**src/rtl/core/tbseq_ram.sv**
```systemverilog
// Generic simple dual port RAM, one write and one registered read port.
// No dependencies.
`default_nettype none

module tbseq_ram #(
  parameter int unsigned WIDTH = 40,
  parameter int unsigned DEPTH = 36
) (
  input  wire logic                     clk_i,
  input  wire logic                     we_i,
  input  wire logic [$clog2(DEPTH)-1:0] waddr_i,
  input  wire logic [WIDTH-1:0]         wdata_i,
  input  wire logic                     re_i,
  input  wire logic [$clog2(DEPTH)-1:0] raddr_i,
  output logic      [WIDTH-1:0]         rdata_o
);

  logic [WIDTH-1:0] mem_q [DEPTH];

  always_ff @(posedge clk_i) begin
    if (we_i) begin
      mem_q[waddr_i] <= wdata_i;
    end
    if (re_i) begin
      rdata_o <= mem_q[raddr_i];
    end
  end

endmodule

`default_nettype wire

```
**config.mk**
```make
export PLATFORM = sky130hd
export DESIGN_NAME = tbseq_ram
export DESIGN_NICKNAME = d
export VERILOG_FILES = /design/src/rtl/core/tbseq_ram.sv
export SDC_FILE = /design/constraint.sdc
export NUM_CORES = 1
export LEC_CHECK = 0
export ABC_AREA = 1
export BUFFER_PORTS_ARGS = -buffer_cell sky130_fd_sc_hd__buf_4
export CELL_PAD_IN_SITES_DETAIL_PLACEMENT = 0
export CELL_PAD_IN_SITES_GLOBAL_PLACEMENT = 2
export CORE_ASPECT_RATIO = 2
export CORE_MARGIN = 5
export CORE_UTILIZATION = 49
export CTS_BUF_LIST = sky130_fd_sc_hd__clkbuf_4
export DETAILED_ROUTE_END_ITERATION = 16
export PLACE_DENSITY = 0.85
export SETUP_SLACK_MARGIN = 0.3
export SYNTH_ARGS = -nofsm -noshare
export SYNTH_HDL_FRONTEND = slang
export SYNTH_SLANG_ARGS = --single-unit
```
**constraint.sdc**
```tcl
create_clock -name clk_i -period 8.7 [get_ports clk_i]
set_input_delay 2.61 -clock clk_i [delete_from_list [all_inputs] [get_ports clk_i]]
set_output_delay 2.61 -clock clk_i [all_outputs]
set_load 0.03 [all_outputs]
```
==> summary by stage <==
CTS
The TritonCTS clock tree is done. The maximum root-to-sink buffer count is 4. After clock tree synthesis, the clock-pin slew on the worst setup and hold paths is 0.07 ns.

The quantity of hold-fixing buffers added after cts is 0. The CTS buffer count is 340. In this run, post-CTS repair resized a total of 0 instances. The post-CTS setup buffer count is 0. The clock drives 1,480 sinks. Clock tree synthesis selected as its root buffer the cell sky130_fd_sc_hd__clkbuf_4. For the worst-skew pair, the clock arrives at the later sink with an insertion delay of 1.25 ns. CTS built an H-tree with a depth of 5.

Setup path
The required time of the critical path is 6.09 ns. By startpoint and endpoint, the worst setup path is classified as reg2out. The data arrival time of the critical path is 2.01 ns. The signal on the critical path passes through buf_4. The type of element capturing the critical path is an output port. In this run the number of cells on the critical path is 1.

The number of buffers and inverters on the critical path is 1. The maximum cell stage delay along the critical path is 0.53 ns. On the critical path the largest part of the delay comes from flip-flops. Tracing the worst setup path back leads to its startpoint at rdata_o[29]. The startpoint type of the worst setup path is a flip-flop. The worst register-to-register path begins at mem_q[31][30].

The slowest cell on the critical path is sky130_fd_sc_hd__edfxtp_1. Of all nets on the critical path, the largest fanout is 1. The number of cell instances on the worst register-to-register path is 8.

STA
The shortest clock period the worst path allows after layout is 4.62 ns. Timing would allow up to 216 MHz. The count of final max-slew check failures is 0.

Measured against its own limit, the worst slew margin works out to 0.108. The total of endpoints with negative setup slack in the final report is 0. Between clock sinks in the finished design, the worst skew comes to 0.0793 ns.

After routing, the total negative slack on setup checks comes to 0 ns. Setup repair after global routing left no endpoint under its margin. The number of endpoints with negative hold slack in the final report is 0. The final cycle utilization of the critical path is 0.531. The slew at the pin closest to its max-slew limit is 1.33 ns.

Pwr
In this run the static leakage power is 23.2 nW. The completed layout was analyzed and its total power is 14.0 mW. The ratio of total power to cell area is 216 nW/um2. The worst ir drop on vdd is 0.143 mV.

Logic synthesis
The synthesized area per cell is 12.2 um2. The number of storage elements in the synthesis netlist is 1,480. The share of Yosys cell area claimed by the top area cell type is 0.754. Counting every net in the synthesized netlist gives 4,866. During synthesis, Yosys emitted a total of 0 warnings. For this run, the register share of the synthesized area comes to 0.754.

In this run, distinct cell masters in the synthesized netlist total 15. The number of standard cells after synthesis is 4,811. In the post-synthesis netlist, the biggest area contributors are sky130_fd_sc_hd__edfxtp_1, sky130_fd_sc_hd__nand2_1, sky130_fd_sc_hd__nand3_1. After synthesis the cells add up to 58,900 um2. The largest area contributor in the synthesized netlist is sky130_fd_sc_hd__edfxtp_1.

Routing
The detailed router finished its first iteration with 4,095 violations. After detailed routing, the total wire length is 180,000 um. The antenna violation net count after detailed routing is 0. The mean number of vias per cell is 5.83. In the final routed layout, each cell accounts on average for 26.5 um. After detailed routing, the number of remaining DRC violations is 0. Before antenna repair, the detailed router went through 6 iterations. The total via count after detailed routing is 39,500.

Hold path
The tightest min-delay check is of the reg2reg type. The hold path startpoint is mem_q[32][23]. The worst hold path passes through 4 cells.

GRT
The total congestion overflow is 0. The largest net degree at the start of global routing is 191. The number of antenna violations at the first check in global routing came to 10.

The global-route usage over all layers is 0.279. The via count of the first global-routing pass is 38,400. The wire length of the first global-routing pass is 260,000 um.

Floorplanning
95 I/O pins were placed. After floorplanning, the core was sized to cover 120,000 um2. The cell row count is 180. The die area is 128,000 um2. The die is 255 um wide. The initial core utilization is 0.492. The y dimension of the die is 500 um.

Place
Counting tap cells, the placed design contains a total of 6,215 instances. The wire-length estimate of the detail-placed layout is 87,900 um. The routability-driven placement congestion ratio is 0.788.

The count of buffers added on input and output ports is 94.

Cells and area
The library cell used most frequently in the layout, excluding fill and tap cells, is sky130_fd_sc_hd__nand2_1. Of the cells placed in the final design, the portion with a size suffix greater than 1 is 0.133. The number of nets in the layout is 5,065. The finished layout holds 6,773 standard cells, fillers aside.

The layout-stage area growth over the synthesis result is 10.0%. In the layout the commonest cells are sky130_fd_sc_hd__nand2_1, sky130_fd_sc_hd__edfxtp_1, sky130_fd_sc_hd__nand3_1.

Job
The max-cap violation count is 0.

Status
The run finished with clean final reports.
-- logic make-up (layout without fill, tap and decap cells) --
family / count (synthesis) / count (layout) / synth area share
simple gates: 2892 / 2892 / 0.207
flops: 1480 / 1480 / 0.754
buf+inv: 319 / 723 / 0.0270
compound gates: 120 / 120 / 0.0110
other cells: 0 / 11 / 0
-- through the flow --
stage	setup WS [ns]	utilization	hold slack (ns)	cell area [um2]
6_report	4.08	0.541	0.693	64800
3_3_place_gp	3.11	0.508	0.678	60900
2_1_floorplan	3.58	-	0.653	58900
5_1_grt	3.95	0.541	0.745	64800
4_1_cts	3.92	0.541	0.695	64800
3_5_place_dp	3.09	0.508	0.680	60900
-- per-layer routing --
layer  vias to the layer above  part of all wire  routed length, um  track usage
li1                      17600                 -                  -            -
met5                         -           0.00012                 21            0
met2                      1839              0.50              90300        0.467
met3                       385             0.076              13700       0.0513
met4                         4             0.037               6600        0.102
met1                     19600              0.38              68900        0.365
-- where the power goes --
group,leakage (nW),internal [mW],total [mW],switching [mW]
clock,2.33,2.52,5.16,2.64
sequential,13.4,7.91,7.93,0.0244
combinational,7.55,0.216,0.884,0.669
-- final cells by class --
type                    count  area (um2)
diodes                     11        27.5
clock buffers             466        3500
clock inverters            81         372
fillers                 10300       55000
inverters                  11        72.6
multi-input cells        3012       13100
flip-flops and latches   1480       44400
well taps                1547        1940
repair buffers            165        1330
-- flip-flops by register name, summed over array words and instances (netlist names) --
name and cells:
mem_q 1440, rdata_o 40
-- final timing paths --
check / slack (ns) / endpoint
worst min-delay path: 0.69 / rdata_o[23]
worst max register to register: 7.14 / rdata_o[30]
worst max-delay path: 4.08 / rdata_o[29]
worst min register to register: 0.69 / rdata_o[23]
-- cell usage after synthesis, drive strengths merged --
cell type and instances:
inv 11, buf 229, o21ai 80, nand3 1091
nor2 119, nand2 1682, edfxtp 1480, clkbuf 79
o22ai 40
No activity file was read; power rests on OpenSTA's default activity.
